## config.mk

```make
export PLATFORM = sky130hd
export DESIGN_NAME = ptb_cell
export DESIGN_NICKNAME = d
export VERILOG_FILES = /design/src/hw/rtl/assert_macros.svh /design/src/hw/rtl/ptb_pkg.sv /design/src/hw/rtl/ptb_cell.sv
export SDC_FILE = /design/constraint.sdc
export NUM_CORES = 1
export LEC_CHECK = 0
export BUFFER_PORTS_ARGS = -buffer_cell sky130_fd_sc_hd__buf_2
export CAP_MARGIN = 20
export CORE_UTILIZATION = 45
export CTS_CLUSTER_DIAMETER = 30
export DETAILED_ROUTE_END_ITERATION = 6
export PLACE_DENSITY = 0.66
export SYNTH_ARGS = -nofsm -noshare
export SYNTH_HDL_FRONTEND = slang
export SYNTH_SLANG_ARGS = --single-unit
```

## constraint.sdc

```tcl
create_clock -name clk -period 13.4 [get_ports clk]
set_clock_uncertainty 0.1 [all_clocks]
set_input_delay 0 -clock clk [delete_from_list [all_inputs] [get_ports clk]]
set_output_delay 0 -clock clk [all_outputs]
set_load 0.01 [all_outputs]
```

## src/hw/rtl/assert_macros.svh

```systemverilog
// Assertion macros shared by the periodic timer bank RTL.
// No dependencies; included by the modules that carry assertions.
`ifndef ASSERT_MACROS_SVH
`define ASSERT_MACROS_SVH

// Property that must hold at every clock edge outside reset.
`define PTB_ASSERT_ALWAYS(label, clk_s, rst_s, cond, msg) \
  label: assert property (@(posedge clk_s) disable iff (rst_s) (cond)) else $error(msg);

// Implication property (use |-> or |=> inside prop).
`define PTB_ASSERT_IMPL(label, clk_s, rst_s, prop, msg) \
  label: assert property (@(posedge clk_s) disable iff (rst_s) prop) else $error(msg);

`endif

```

## src/hw/rtl/ptb_pkg.sv

```systemverilog
// Package for the periodic timer bank: operation codes, field widths and
// the structs passed between the timer cells, the result stage and the top.
// No dependencies.
package ptb_pkg;

  localparam int TIMER_COUNT_DEF = 16;

  localparam int IDX_W   = 4;
  localparam int DELAY_W = 16;
  localparam int REPS_W  = 16;
  localparam int ADV_W   = 8;
  localparam int TIME_W  = 32;

  localparam logic [REPS_W-1:0] REPS_ENDLESS = '1;

  typedef enum logic [1:0] {
    OP_TICK   = 2'd0,
    OP_START  = 2'd1,
    OP_STOP   = 2'd2,
    OP_DELETE = 2'd3
  } op_t;

  // Command broadcast to all cells for start, stop and delete.
  typedef struct packed {
    logic               wr;
    op_t                op;
    logic [DELAY_W-1:0] delay;
    logic [REPS_W-1:0]  reps;
  } cell_cmd_t;

  // What a cell reports while it holds the scan token.
  typedef struct packed {
    logic              fire;
    logic [REPS_W-1:0] reps_after;
  } cell_status_t;

  // Firing candidate handed to the result stage.
  typedef struct packed {
    logic              fire;
    logic [IDX_W-1:0]  idx;
    logic [REPS_W-1:0] reps;
  } fire_cand_t;

endpackage

```

## src/hw/rtl/ptb_cell.sv

```systemverilog
// One timer slot of the periodic timer bank, a link in the scan chain.
// Depends on ptb_pkg.
module ptb_cell (
  input  logic                            clk,
  input  logic                            rst,
  input  ptb_pkg::cell_cmd_t              cmd,
  input  logic                            sel,
  input  logic [ptb_pkg::TIME_W-1:0]      now,
  input  logic                            step,
  input  logic                            tok_in,
  output logic                            tok,
  output ptb_pkg::cell_status_t           status
);

  logic                          running;
  logic [ptb_pkg::DELAY_W-1:0]   period;
  logic [ptb_pkg::REPS_W-1:0]    reps;
  logic [ptb_pkg::TIME_W-1:0]    stamp;
  logic [ptb_pkg::TIME_W-1:0]    elapsed;
  logic                          due;

  // Elapsed time wraps modulo 2^32; the period is only 16 bits wide.
  assign elapsed = now - stamp;
  assign due = (elapsed[ptb_pkg::TIME_W-1:ptb_pkg::DELAY_W] != '0) ||
               (elapsed[ptb_pkg::DELAY_W-1:0] >= period);

  assign status.fire       = tok && running && due;
  assign status.reps_after = (reps == ptb_pkg::REPS_ENDLESS) ? reps
                                                             : reps - ptb_pkg::REPS_W'(1);

  always_ff @(posedge clk) begin
    if (rst) begin
      tok     <= 1'b0;
      running <= 1'b0;
      period  <= '0;
      reps    <= '0;
      stamp   <= '0;
    end else begin
      if (step) begin
        tok <= tok_in;
      end
      if (cmd.wr && sel) begin
        unique case (cmd.op)
          ptb_pkg::OP_START: begin
            running <= 1'b1;
            period  <= cmd.delay;
            reps    <= cmd.reps;
            stamp   <= now;
          end
          ptb_pkg::OP_STOP: begin
            running <= 1'b0;
            reps    <= '0;
          end
          ptb_pkg::OP_DELETE: begin
            running <= 1'b0;
            period  <= '0;
            reps    <= '0;
            stamp   <= '0;
          end
          ptb_pkg::OP_TICK: begin
          end
          default: begin
          end
        endcase
      end else if (step && status.fire) begin
        // Lateness compensation: now - (elapsed - period) is stamp + period.
        stamp   <= stamp + ptb_pkg::TIME_W'(period);
        reps    <= status.reps_after;
        running <= (status.reps_after != '0);
      end
    end
  end

endmodule

```

==> metrics.md <==
| Metric | Value |
|---|---|
| Outcome | `completed` |
| Clock Pin Slew Worst Setup and Hold Paths | `roughly 0.060 ns` |
| Crit path max-delay family | `compound AO/OA/AOI/OAI gates` |
| Final WL | `slightly above 20000 µm` |
| Drt pass-1 iters | `5` |
| CTS tree | `done` |
| Final period util | `between 40% and 50%` |
| Port Buf Inserts | `89` |
| Setup Total Neg Slack | `0 ns` |
| Rel. slew slack | `~27%` |
| Sequential Power Share | `29.9%` |
| First-pass GRT wire length | `33600 µm` |
| CP max stage delay | `around 0.70 ns` |
| Number of flops mapped to enable cells by yosys | `0` |
| FFs w/ async S/R, synth | `0%` |
| Share of cells above drive strength 1 | `between 10 and 15%` |
| Final std cells w/o fill | `between 1000 and 1500` |
| H-tree levels | `3` |
| Via count | `roughly 7100` |
| Req. time, crit path | `around 14 ns` |
| Sw Pwr | `around 0.25 mW` |
| Top FF cell, synth | `dfxtp_1` |
| Most numerous cell in the Yosys netlist | `nor2_1` |
| Ports | `90` |
| Synthesis-to-layout area growth | `19.7%` |
| WS Path Type | `register to register` |
| Via density | `5.87` |
| Max-cap violations | `0` |
| Switching Fraction | `between 30% and 40%` |
| Synthesized area per cell | `about 7.4 µm²` |
| Clock Latency Late Sink | `about 0.36 ns` |
| ANT cells | `0` |
| WP buf/inv | `1` |
| Worst Path Arrival | `about 5.6 ns` |
| Overall Global Routing Usage | `around a quarter` |
| Die height | `125 µm` |
| Initial antenna violation count | `0` |
| Post-CTS sizing | `0` |
| CTS Buf Count | `9` |
| Area of the multi-input gates | `5020 µm²` |
| Synth top cells by count | `nor2_1, a21oi_1, nand2_1, inv_1` |
| Post-Place Cell Area | `between 7000 and 8000 µm²` |
| Sink Count | `66` |
| Chip width | `125 µm` |
| Critical-path top delay cell | `a21oi_4` |
| Pwr Density | `roughly 90 nW/µm²` |
| Placed cells | `1144` |
| Fraction of post-synthesis cell area in the top cell type by area | `19.4%` |
| Setup ws final | `about 7.9 ns` |
| Min Tclk post-route | `between 5 and 6 ns` |
| Mapped Cells | `917` |
| Post-DP HPWL | `around 15000 µm` |
| #FFs+latches synth | `66` |
| Final Cell Area | `~8000 µm²` |
| DIE AREA | `approximately 16000 µm²` |
| Core Region | `14600 µm²` |
| Largest cells by area after synthesis | `dfxtp_1, ha_1, a21oi_1` |
| Max VDD drop | `approximately 0.085 mV` |
| Clock tree root buffer cell | `clkbuf_16` |
| Num rows | `44` |
| Fill cells | `~1500` |
| Max-slew violation count | `0` |
| Final setup violating endpoints | `0` |
| Final ANT Viol Nets | `0` |
| Critical path capture point type | `register` |
| CTS Buffer Depth | `2` |
| Placer Congestion | `just over 0.9` |
| Vias in the first global route | `6693` |
| Clock power share | `between 30% and 40%` |
| # nets final | `roughly 1200` |
| CP Max Fanout | `25` |
| Slew @ Worst Pin | `roughly 1.1 ns` |
| Ys Warns | `0` |
| Post-route DRC | `0` |
| Distinct cell type count after synthesis | `67` |
| Routed wire per std cell | `about 17 µm` |
| Worst slack at placement | `between 7 and 8 ns` |
| Sequential Area | `roughly 1300 µm²` |
| HP Class | `input port to register` |
| Pleak | `between 3 and 4 nW` |
| Combinational Power Share | `between 30% and 40%` |
| Cell taking the most area after synthesis | `dfxtp_1` |
| Post-Syn Nets | `1057` |
| GR Overflow Total | `0` |
| Post-synthesis instance area | `around 6800 µm²` |
| RSZ-0062 raised after global routing | `no` |
| Starting Density | `46.6%` |
| Startpoint types | `register` |
| Sequential share of the synthesized area | `19.4%` |
| Pint | `roughly 0.46 mW` |
| Initial DRC Count | `between 500 and 600` |
| Fmax | `182 MHz` |
| Crit-path cells | `inv_1, ha_1, o211ai_1, a21oi_1, o211ai_1, a211oi_1, o21ai_0, nor2b_1, xnor2_1, ha_1, o21ai_0, nor2_1, a2111oi_0, nand3_1, a2111oi_0, o2111ai_1, nor4_2, nand4_4, a21oi_4, mux2i_1, nor2_1` |
| Pin count of the biggest net entering global routing | `a little under 70` |
| Final Hold Fails | `0` |
[routing by layer]
| metal | wire, µm | up-vias | global-route usage [%] | part of all wire [%] |
|---|---|---|---|---|
| met2 | 9070 | 267 | 43.0 | 45 |
| met3 | 1330 | 36 | 4.88 | 6.6 |
| met5 | 0 | - | 0 | 0 |
| met4 | 365 | 0 | 7.39 | 1.8 |
| li1 | - | 3559 | - | - |
| met1 | 9510 | 3265 | 35.8 | 47 |
[worst register-to-register path, cell delays in order (launching register included)]
cell and delay (ns):
dfxtp_1 0.36, inv_1 0.05, ha_1 0.34, o211ai_1 0.11, a21oi_1 0.17, o211ai_1 0.19
a211oi_1 0.49, o21ai_0 0.12, nor2b_1 0.16, xnor2_1 0.20, ha_1 0.28, o21ai_0 0.08
nor2_1 0.05, a2111oi_0 0.34, nand3_1 0.11, a2111oi_0 0.38, o2111ai_1 0.24, nor4_2 0.33
nand4_4 0.23, a21oi_4 0.70, mux2i_1 0.27, nor2_1 0.05
[sequential cells by signal (all words and copies together), names as in the netlist]
name / cells
period: 16
reps: 16
running: 1
stamp: 32
tok: 1
[path summary, 6_finish.rpt]
| check | startpoint | end | slack, ns | cells past startpoint |
|---|---|---|---|---|
| min | now[9] | stamp[9] | 0.01 | 3 |
| min reg2reg | period[2] | period[2] | 0.38 | 2 |
| max | stamp[3] | reps[8] | 7.90 | 21 |
| max reg2reg | stamp[3] | reps[8] | 7.90 | 21 |
[cells by family after synthesis]
logic type | after synthesis | share of synthesized area, %
fa+ha+maj | 68 | 12.7
compound gates | 293 | 30.1
mux | 10 | 1.50
simple gates | 306 | 22.5
xor+xnor | 51 | 6.54
flops | 66 | 19.4
buf+inv | 123 | 7.33
[stage by stage]
step                      util [%]  hold WS (ns)  power [mW]
after floorplan                  -        0.0472       0.390
after global routing          55.8        0.0399       0.759
final                         55.8        0.0119       0.717
after detailed placement      50.0         0.148       0.456
after CTS                     55.8     0.0000922       0.719
after global placement        50.0         0.138       0.456
[power by group through the flow]
stage / Combinational, mW / Sequential (mW) / Clock, mW
6_report: 0.254 / 0.214 / 0.248
5_1_grt: 0.284 / 0.215 / 0.260
4_1_cts: 0.252 / 0.214 / 0.253
3_5_place_dp: 0.238 / 0.218 / 0
3_3_place_gp: 0.238 / 0.218 / 0
2_1_floorplan: 0.175 / 0.216 / 0
[placed cells by master, fill, tap and decap left out, types with 18 or more instances in the layout]
master          n
xnor2_1        41
nand2_1        74
a21oi_1        82
ha_1           66
o21ai_0        46
a211oi_2       23
nand4_1        22
nor2_1         88
dfxtp_1        66
nand3b_1       23
dlygate4sd3_1  55
nor3_1         21
a211oi_1       21
a22oi_1        18
inv_1          73
nand3_1        19
buf_2          89
[timing repair]
item / in CTS / in global routing
setup buffers: 0 / 0
endpoints found under the hold margin: 54 / 0
hold buffers: 55 / 0
[final cells by class]
class	count	area share [%]
Clock buffer	10	2.92
Multi-Input combinational cell	728	61.4
Tap cell	184	2.82
Clock inverter	5	0.781
Sequential cell	66	16.2
Inverter	73	3.35
Timing Repair Buffer	148	12.6
Note: power is estimated with default switching activity, not from simulation.
