### config.mk
export PLATFORM = sky130hd
export DESIGN_NAME = ptb_collect
export DESIGN_NICKNAME = d
export VERILOG_FILES = /design/src/hw/rtl/ptb_pkg.sv /design/src/hw/rtl/ptb_collect.sv
export VERILOG_INCLUDE_DIRS = /design/src /design/src/hw/rtl
export SDC_FILE = /design/constraint.sdc
export NUM_CORES = 1
export LEC_CHECK = 0
export ABC_AREA = 1
export BUFFER_PORTS_ARGS = -buffer_cell sky130_fd_sc_hd__clkbuf_2
export CAP_MARGIN = 10
export CORE_MARGIN = 10
export CORE_UTILIZATION = 40
export DETAILED_ROUTE_END_ITERATION = 8
export PLACE_DENSITY_LB_ADDON = 0.2
export SYNTH_ARGS = -nofsm -noshare
export SYNTH_HDL_FRONTEND = slang
export SYNTH_SLANG_ARGS = --single-unit
export TNS_END_PERCENT = 10
### constraint.sdc
create_clock -name clk -period 2.65 [get_ports clk]
set_clock_uncertainty 0.15 [all_clocks]
set_input_delay 0.53 -clock clk [delete_from_list [all_inputs] [get_ports clk]]
set_output_delay 0.53 -clock clk [all_outputs]
set_load 0.02 [all_outputs]
### src/hw/rtl/assert_macros.svh
// Assertion macros shared by the periodic timer bank RTL.
// No dependencies; included by the modules that carry assertions.
`ifndef ASSERT_MACROS_SVH
`define ASSERT_MACROS_SVH

// Property that must hold at every clock edge outside reset.
`define PTB_ASSERT_ALWAYS(label, clk_s, rst_s, cond, msg) \
  label: assert property (@(posedge clk_s) disable iff (rst_s) (cond)) else $error(msg);

// Implication property (use |-> or |=> inside prop).
`define PTB_ASSERT_IMPL(label, clk_s, rst_s, prop, msg) \
  label: assert property (@(posedge clk_s) disable iff (rst_s) prop) else $error(msg);

`endif

### src/hw/rtl/ptb_pkg.sv
// Package for the periodic timer bank: operation codes, field widths and
// the structs passed between the timer cells, the result stage and the top.
// No dependencies.
package ptb_pkg;

  localparam int TIMER_COUNT_DEF = 16;

  localparam int IDX_W   = 4;
  localparam int DELAY_W = 16;
  localparam int REPS_W  = 16;
  localparam int ADV_W   = 8;
  localparam int TIME_W  = 32;

  localparam logic [REPS_W-1:0] REPS_ENDLESS = '1;

  typedef enum logic [1:0] {
    OP_TICK   = 2'd0,
    OP_START  = 2'd1,
    OP_STOP   = 2'd2,
    OP_DELETE = 2'd3
  } op_t;

  // Command broadcast to all cells for start, stop and delete.
  typedef struct packed {
    logic               wr;
    op_t                op;
    logic [DELAY_W-1:0] delay;
    logic [REPS_W-1:0]  reps;
  } cell_cmd_t;

  // What a cell reports while it holds the scan token.
  typedef struct packed {
    logic              fire;
    logic [REPS_W-1:0] reps_after;
  } cell_status_t;

  // Firing candidate handed to the result stage.
  typedef struct packed {
    logic              fire;
    logic [IDX_W-1:0]  idx;
    logic [REPS_W-1:0] reps;
  } fire_cand_t;

endpackage

### src/hw/rtl/ptb_collect.sv
// Result stage of the periodic timer bank: holds one firing back so the
// last one of a scan can be marked, then drives the output register.
// Depends on ptb_pkg and assert_macros.svh.
`include "assert_macros.svh"

module ptb_collect (
  input  logic                            clk,
  input  logic                            rst,
  input  ptb_pkg::fire_cand_t             cand,
  input  logic                            flush,
  output logic                            stall,
  output logic                            m_axis_tvalid,
  input  logic                            m_axis_tready,
  output logic [23:0]                     m_axis_tdata,  // fired_index, repeats_left, pad
  output logic                            m_axis_tlast   // last
);

  logic                           pend_valid;
  logic [ptb_pkg::IDX_W-1:0]      pend_idx;
  logic [ptb_pkg::REPS_W-1:0]     pend_reps;
  logic [ptb_pkg::IDX_W-1:0]      out_idx;
  logic [ptb_pkg::REPS_W-1:0]     out_reps;
  logic                           out_free;
  logic                           push_req;

  assign out_free = !m_axis_tvalid || m_axis_tready;
  assign push_req = pend_valid && (cand.fire || flush);
  assign stall    = push_req && !out_free;

  assign m_axis_tdata = {4'b0000, out_reps, out_idx};

  always_ff @(posedge clk) begin
    if (rst) begin
      m_axis_tvalid <= 1'b0;
      pend_valid    <= 1'b0;
    end else begin
      if (push_req && out_free) begin
        m_axis_tvalid <= 1'b1;
      end else if (m_axis_tvalid && m_axis_tready) begin
        m_axis_tvalid <= 1'b0;
      end
      if (cand.fire && !stall) begin
        pend_valid <= 1'b1;
      end else if (flush && !stall) begin
        pend_valid <= 1'b0;
      end
    end
  end

  always_ff @(posedge clk) begin
    if (push_req && out_free) begin
      out_idx      <= pend_idx;
      out_reps     <= pend_reps;
      m_axis_tlast <= flush;
    end
    if (cand.fire && !stall) begin
      pend_idx  <= cand.idx;
      pend_reps <= cand.reps;
    end
  end

  `PTB_ASSERT_ALWAYS(a_stall_has_data, clk, rst,
                     !stall || (pend_valid && m_axis_tvalid), "stall without held firing")
  `PTB_ASSERT_IMPL(a_flush_marks_last, clk, rst,
                   (flush && pend_valid && !stall) |=> (m_axis_tvalid && m_axis_tlast),
                   "final firing not marked last")

endmodule

==> results of run 1 <==
## through the flow
step | utilization | cell area, sq um | setup slack [ns] | instances
floorplan | - | 1380 | 0.429 | 62
global placement | 0.506 | 1670 | 0.918 | 155
detailed placement | 0.506 | 1670 | 0.902 | 155
CTS | 0.522 | 1730 | 0.772 | 163
global route | 0.522 | 1730 | 0.723 | 163
finish | 0.522 | 1730 | 0.809 | 163
## flip-flops by register name (all words and copies together) (netlist names)
| signal | flops |
|---|---|
| m_axis_tvalid | 1 |
| pend_reps | 16 |
| out_idx | 4 |
| pend_idx | 4 |
| out_reps | 16 |
| pend_valid | 1 |
| m_axis_tlast | 1 |
## layout by cell type, fill, tap and decap left out, types with 2 or more instances in the layout
master / netlist / layout
a21oi_2: 1 / 2
clkinv_1: 0 / 2
buf_4: 4 / 4
clkbuf_4: 0 / 5
dfxtp_1: 2 / 2
edfxtp_1: 41 / 41
conb_1: 1 / 4
nor2_2: 2 / 2
nand2_1: 2 / 2
clkbuf_2: 0 / 47
## logic make-up (layout without fill, tap and decap cells)
kind of cell           count (synthesis)  in the layout  share of synthesized area
other                                  1              4                    0.00274
and+or+nand+nor                        5              5                     0.0192
DFF                                   43             43                      0.930
buffers and inverters                  6             61                     0.0275
AOI/OAI and AO/OA                      4              4                     0.0201
## synth_stat cells
cell	number
inv_1	1
nand2_2	1
a21oi_2	1
nand2_1	2
buf_4	4
dfxtp_1	2
conb_1	1
edfxtp_1	41
inv_2	1
o21ai_2	1
a21oi_1	2
nor2_2	2
## worst paths after layout
check                           slack, ns  cells past startpoint                        from                      end
worst min-delay path                 0.20                      2                         rst  pend_valid$_SDFFE_PP0P_
worst max-delay path                 0.81                      3  m_axis_tvalid$_SDFFE_PP0P_                    stall
worst min register to register       0.28                      0       pend_idx[3]$_DFFE_PP_     out_idx[3]$_DFFE_PP_
worst max register to register       1.38                      4  m_axis_tvalid$_SDFFE_PP0P_   pend_reps[2]$_DFFE_PP_
## layout make-up
class | instances | share of cell area
inverter | 2 | 0.00435
sequential | 43 | 0.736
timing repair buffer | 51 | 0.154
multi-input combinational | 13 | 0.0420
clock buffer | 5 | 0.0217
tap | 46 | 0.0333
clock inverter | 3 | 0.00870
## layer usage
| layer | up-vias | global-route usage |
|---|---|---|
| li1 | 327 | - |
| met1 | 303 | 0.0740 |
| met2 | 37 | 0.118 |
| met3 | 4 | 0.0683 |
| met4 | 0 | 0.0323 |
| met5 | - | 0 |
## where the power goes
group	switching (W)	internal (W)	leakage, nW
sequential	0.00000950	0.000785	0.408
combinational	0.0000561	0.0000300	0.255
clock	0.000192	0.0000973	0.0263
==> impl_metrics.tcl, run 1 <==
set metrics [dict create \
    cts_resized 0 \
    syn_avg_cell_area_sq_um 23.2 \
    drc_errors 0 \
    maxSlewViolCount 0 \
    grt_remaining_overflow 0 \
    setup_viol 0 \
    yosysUniqueCellTypes 12 \
    crit_arrival_ns 1.16 \
    nets 141 \
    antenna_found_initial 0 \
    rsz0062_at_grt "no" \
    yosys_warnings 0 \
    tritoncts "built" \
    fin_crit_ns 1.84 \
    wl_mm 2.36 \
    clk_latency_ns 0.34 \
    die_h_um 78.4 \
    drt_iter0_drc 28 \
    cpPeakStageDelay_ns 0.41 \
    htreeDepth 2 \
    ys_seq_elements 43 \
    grt_pass1_wl_mm 3.58 \
    dp_hpwl_mm 1.86 \
    grt_max_degree 14 \
    leakage_nw 0.688 \
    fillCellCount 315 \
    viasPerCell 4.12 \
    start_util 0.413 \
    area_delta_synth_final_pct 26.4 \
    final_hold_viol_count 0 \
    die-width_um 78.4 \
    cp_num_buf_inv 1 \
    worst-setup-path-type "reg -> out" \
    multi_input_area_sq_um 72.6 \
    vias 671 \
    dieArea_sq_um 6150 \
    synth_area_leader_cell "edfxtp_1" \
    numCtsBuffers 5 \
    hold_class "in -> reg" \
    outcome "finished clean" \
    cp_data_required_time_ns 1.97 \
    avgRoutedWirePerCell_um 14.5 \
    grt_use_total 0.0778 \
    top_layer "met4" \
    wl_met3_um 331 \
    cp_slowest_cell "dfxtp_1" \
    met1_length_um 846 \
    seqCellArea_sq_um 1270 \
    cts_sinks 43 \
    postRouteAntennaNets 0 \
    cp-end-kind "output pin" \
    finalCritPeriodShare 0.695 \
    first_pass_iters 4 \
    synthesis.area_sq_um 1370 \
    peakVddDrop_v 0.000334 \
    synthCells 59 \
    synth_area_leaders "edfxtp_1 90%, dfxtp_1 2.9%, buf_4 2.2%" \
    cts_root_buffer "clkbuf_4" \
    drive_gt1_frac 0.547 \
    fin_hold_ws_ns 0.202 \
    placement.io_buffers 47 \
    grt_pass1_vias 767 \
    critical_path.top_delay_family "flip-flops" \
    synth_top_area_share 0.901 \
    coreArea_sq_um 3310 \
    maxCapViolCount 0 \
    gp_congestion 0.703 \
    row_count 21 \
    post_cts_buffers 0 \
    routed-wl-met2_mm 1.14 \
    ctsHoldBuffers 0 \
    ioPinCount 52 \
    clk_pin_slew_ns 0.12 \
    cp_cell_sequence "nand2_2, nor2_2, clkbuf_2" \
    power_w 0.00117 \
    finalSetupTns_ns 0 \
    diodes 0 \
    cts_buffer_depth 2 \
    max_freq_mhz 543 \
    ys_seq_area_frac 0.930 \
    crit_fanout 3 \
    power.density_nw_per_um2 677 \
    worstSetupStartpointType "flip-flop" \
]
Note: power is estimated with default switching activity, not from simulation.
==> run 2, diff against run 1 <==
--- a/config.mk
+++ b/config.mk
@@ -6,7 +6,7 @@
 export SDC_FILE = /design/constraint.sdc
 export NUM_CORES = 1
 export LEC_CHECK = 0
-export ABC_AREA = 1
+export ABC_AREA = 0
 export BUFFER_PORTS_ARGS = -buffer_cell sky130_fd_sc_hd__clkbuf_2
 export CAP_MARGIN = 10
 export CORE_MARGIN = 10
==> constraint.sdc (replaced) <==
create_clock -name clk -period 1.7 [get_ports clk]
set_clock_uncertainty 0.15 [all_clocks]
set_input_delay 0.34 -clock clk [delete_from_list [all_inputs] [get_ports clk]]
set_output_delay 0.34 -clock clk [all_outputs]
set_load 0.02 [all_outputs]
==> run 2 against run 1 <==
Register-to-register slack worse by 1.1 ns. Cell count up 8.6%. First-iteration DRC count rose to 3.2 times the previous value. Cell area up 14%. Sequential share of layout area down 8.7 points. Via count up 11%. Core utilization up 6.6 points. Combinational power up 98%. Synthesized cell count down 1.7%. Hold slack worse by 0.19 ns. Power up 73%. Critical endpoint unchanged.
==> impl_metrics.tcl, run 2 <==
set metrics [dict create \
    drc_errors 0 \
    diodes 0 \
    ioPinCount 52 \
    rsz0062_at_grt "no" \
    critical_path.top_delay_family "flip-flops" \
    yosys_warnings 0 \
    finalCritPeriodShare 0.960 \
    worst-r2r-setup-slack_ns 0.25 \
    cp_data_required_time_ns 1.21 \
    row_count 21 \
    p_comb_frac 0.084 \
    maxCapViolCount 0 \
    dieArea_sq_um 6190 \
    setup_viol 0 \
    outcome "finished clean" \
    worst-setup-path-type "reg -> out" \
    placement.io_buffers 47 \
    grt_use_total 0.0817 \
    grt_remaining_overflow 0 \
    r2r-start "m_axis_tvalid$_SDFFE_PP0P_" \
    leakage_nw 0.797 \
    fin_hold_ws_ns 0.0147 \
    synth_edf_count 41 \
    area_delta_synth_final_pct 42.3 \
    placed_area_sq_um 1710 \
    nets 155 \
    regToRegEndpoint "pend_reps[12]$_DFFE_PP_" \
    fillCellCount 275 \
    layout_common_cells "46 x clkbuf_2, 41 x edfxtp_1, 15 x dlygate4sd3_1" \
    max_freq_mhz 613 \
    synth_area_leader_cell "edfxtp_1" \
    viasPerCell 4.22 \
    finalWorstSetupSlack_ns 0.0684 \
    synth-main-ff-cell "edfxtp_1" \
    synthCells 58 \
    avgRoutedWirePerCell_um 14.2 \
    pre_cts_ws_ns 0.148 \
    cts_root_buffer "clkbuf_4" \
    worstSetupStartpointType "flip-flop" \
    yosysUniqueCellTypes 12 \
    layout_commonest_cell "clkbuf_2" \
    vias 747 \
    sw_frac_of_total 0.206 \
    hold_class "in -> reg" \
    fin_crit_ns 1.63 \
    crit_arrival_ns 1.14 \
    ys_seq_elements 43 \
    cpPeakStageDelay_ns 0.34 \
    synthesis.area_sq_um 1380 \
    htreeDepth 2 \
    postRouteAntennaNets 0 \
    clock_power_share 0.305 \
    async_flop_share 0 \
    tritoncts "built" \
    cp_num_buf_inv 1 \
    cp_cell_sequence "and2b_2, o211a_1, buf_6" \
    power.switching_w 0.000417 \
    top_regs "out_reps (16), pend_reps (16)" \
    coreArea_sq_um 3340 \
    power_w 0.00203 \
    clk_pin_slew_ns 0.12 \
    grt_pass1_wl_mm 3.88 \
    cts_sinks 43 \
    cts_buffer_depth 2 \
    syn_avg_cell_area_sq_um 23.8 \
    ys_seq_area_frac 0.923 \
    maxSlewViolCount 0 \
    cp-end-kind "output pin" \
    drive_gt1_frac 0.496 \
    antenna_found_initial 0 \
    hold_end "pend_idx[2]$_DFFE_PP_" \
    first_pass_iters 4 \
    finalSetupTns_ns 0 \
    synth_area_leaders "edfxtp_1 89%, dfxtp_1 2.9%, buf_4 2.2%" \
    gp_congestion 0.676 \
    power.density_nw_per_um2 1030 \
    whs_path_depth 1 \
    sequentialPowerShare 0.611 \
    dp_hpwl_mm 1.82 \
    hold_start "cand[18]" \
    die_h_um 78.7 \
    clk_latency_ns 0.34 \
    crit_fanout 2 \
    die-width_um 78.7 \
    peakVddDrop_v 0.000565 \
    p_int_w 0.00161 \
    yosysMostFrequentCell "edfxtp_1" \
    final_hold_viol_count 0 \
    wl_mm 2.52 \
    synth_top_area_share 0.894 \
    start_util 0.413 \
    grt_pass1_vias 817 \
    synthTopCellsByCount "41 x edfxtp_1, 4 x buf_4, 2 x a21oi_1, 2 x dfxtp_1, 2 x nor2_1" \
    cp_slowest_cell "dfxtp_2" \
    r2r_cells 4 \
    grt_max_degree 22 \
    drt_iter0_drc 89 \
    numCtsBuffers 5 \
    final_cell_area_sq_um 1960 \
]
==> run 2: worst register-to-register path, cell delays in order (launching register included) <==
cell and delay [ns]:
dfxtp_2 0.34, and2b_2 0.20, buf_4 0.15, a21oi_4 0.16, buf_12 0.18
==> run 2: routing by layer <==
| metal | GRT usage | share of wire | vias up |
|---|---|---|---|
| li1 | - | - | 359 |
| met1 | 0.0765 | 0.34 | 344 |
| met2 | 0.137 | 0.52 | 36 |
| met3 | 0.0456 | 0.11 | 8 |
| met4 | 0.0484 | 0.025 | 0 |
| met5 | 0 | 0 | - |
==> run 2: power groups by stage <==
| stage | clock network (W) | logic [W] | registers, W |
|---|---|---|---|
| after floorplan | 0 | 0.0000430 | 0.00129 |
| after global placement | 0 | 0.000137 | 0.00126 |
| after detailed placement | 0 | 0.000140 | 0.00126 |
| after CTS | 0.000639 | 0.000158 | 0.00124 |
| after global routing | 0.000687 | 0.000184 | 0.00124 |
| final | 0.000619 | 0.000170 | 0.00124 |
==> run 2: layout make-up <==
cell class | instances | area (sq um) | share of cell area
Clock inverter | 3 | 43.8 | 0.0223
Tap cell | 46 | 57.6 | 0.0294
Inverter | 1 | 3.75 | 0.00191
Sequential cell | 43 | 1270 | 0.649
Multi-Input combinational cell | 13 | 98.8 | 0.0504
Clock buffer | 5 | 37.5 | 0.0191
Timing Repair Buffer | 66 | 447 | 0.228
==> run 2: kinds of logic (layout without fill, tap and decap cells) <==
| kind of cell | after synthesis | after routing | share of synthesized area |
|---|---|---|---|
| compound gates | 5 | 5 | 0.0291 |
| buf+inv | 5 | 75 | 0.0245 |
| flops | 43 | 43 | 0.923 |
| other cells | 1 | 4 | 0.00272 |
| simple gates | 4 | 4 | 0.0209 |
==> run 2: worst max path at each step <==
stage	startpoint	endpoint	slack, ns	cells past startpoint
global route	m_axis_tvalid$_SDFFE_PP0P_	stall	0.003	3
CTS	m_axis_tvalid$_SDFFE_PP0P_	stall	0.03	3
global placement	m_axis_tready	stall	0.19	4
finish	m_axis_tvalid$_SDFFE_PP0P_	stall	0.07	3
floorplan	m_axis_tvalid$_SDFFE_PP0P_	m_axis_tlast$_DFFE_PP_	-0.07	2
detailed placement	m_axis_tready	stall	0.15	4
==> run 2: what timing repair did <==
action | 4_1_cts | 5_1_grt
setup buffers | 2 | 0
setup endpoints to repair | 1 | 1
hold buffers | 7 | 8
resized for setup | 3 | 2
hold endpoints to repair | 7 | 8
==> run 2: per-stage QoR <==
stage / utilization / cells
final: 0.588 / 177
after global routing: 0.588 / 177
after CTS: 0.562 / 169
after detailed placement: 0.511 / 152
after global placement: 0.511 / 152
after floorplan: - / 61
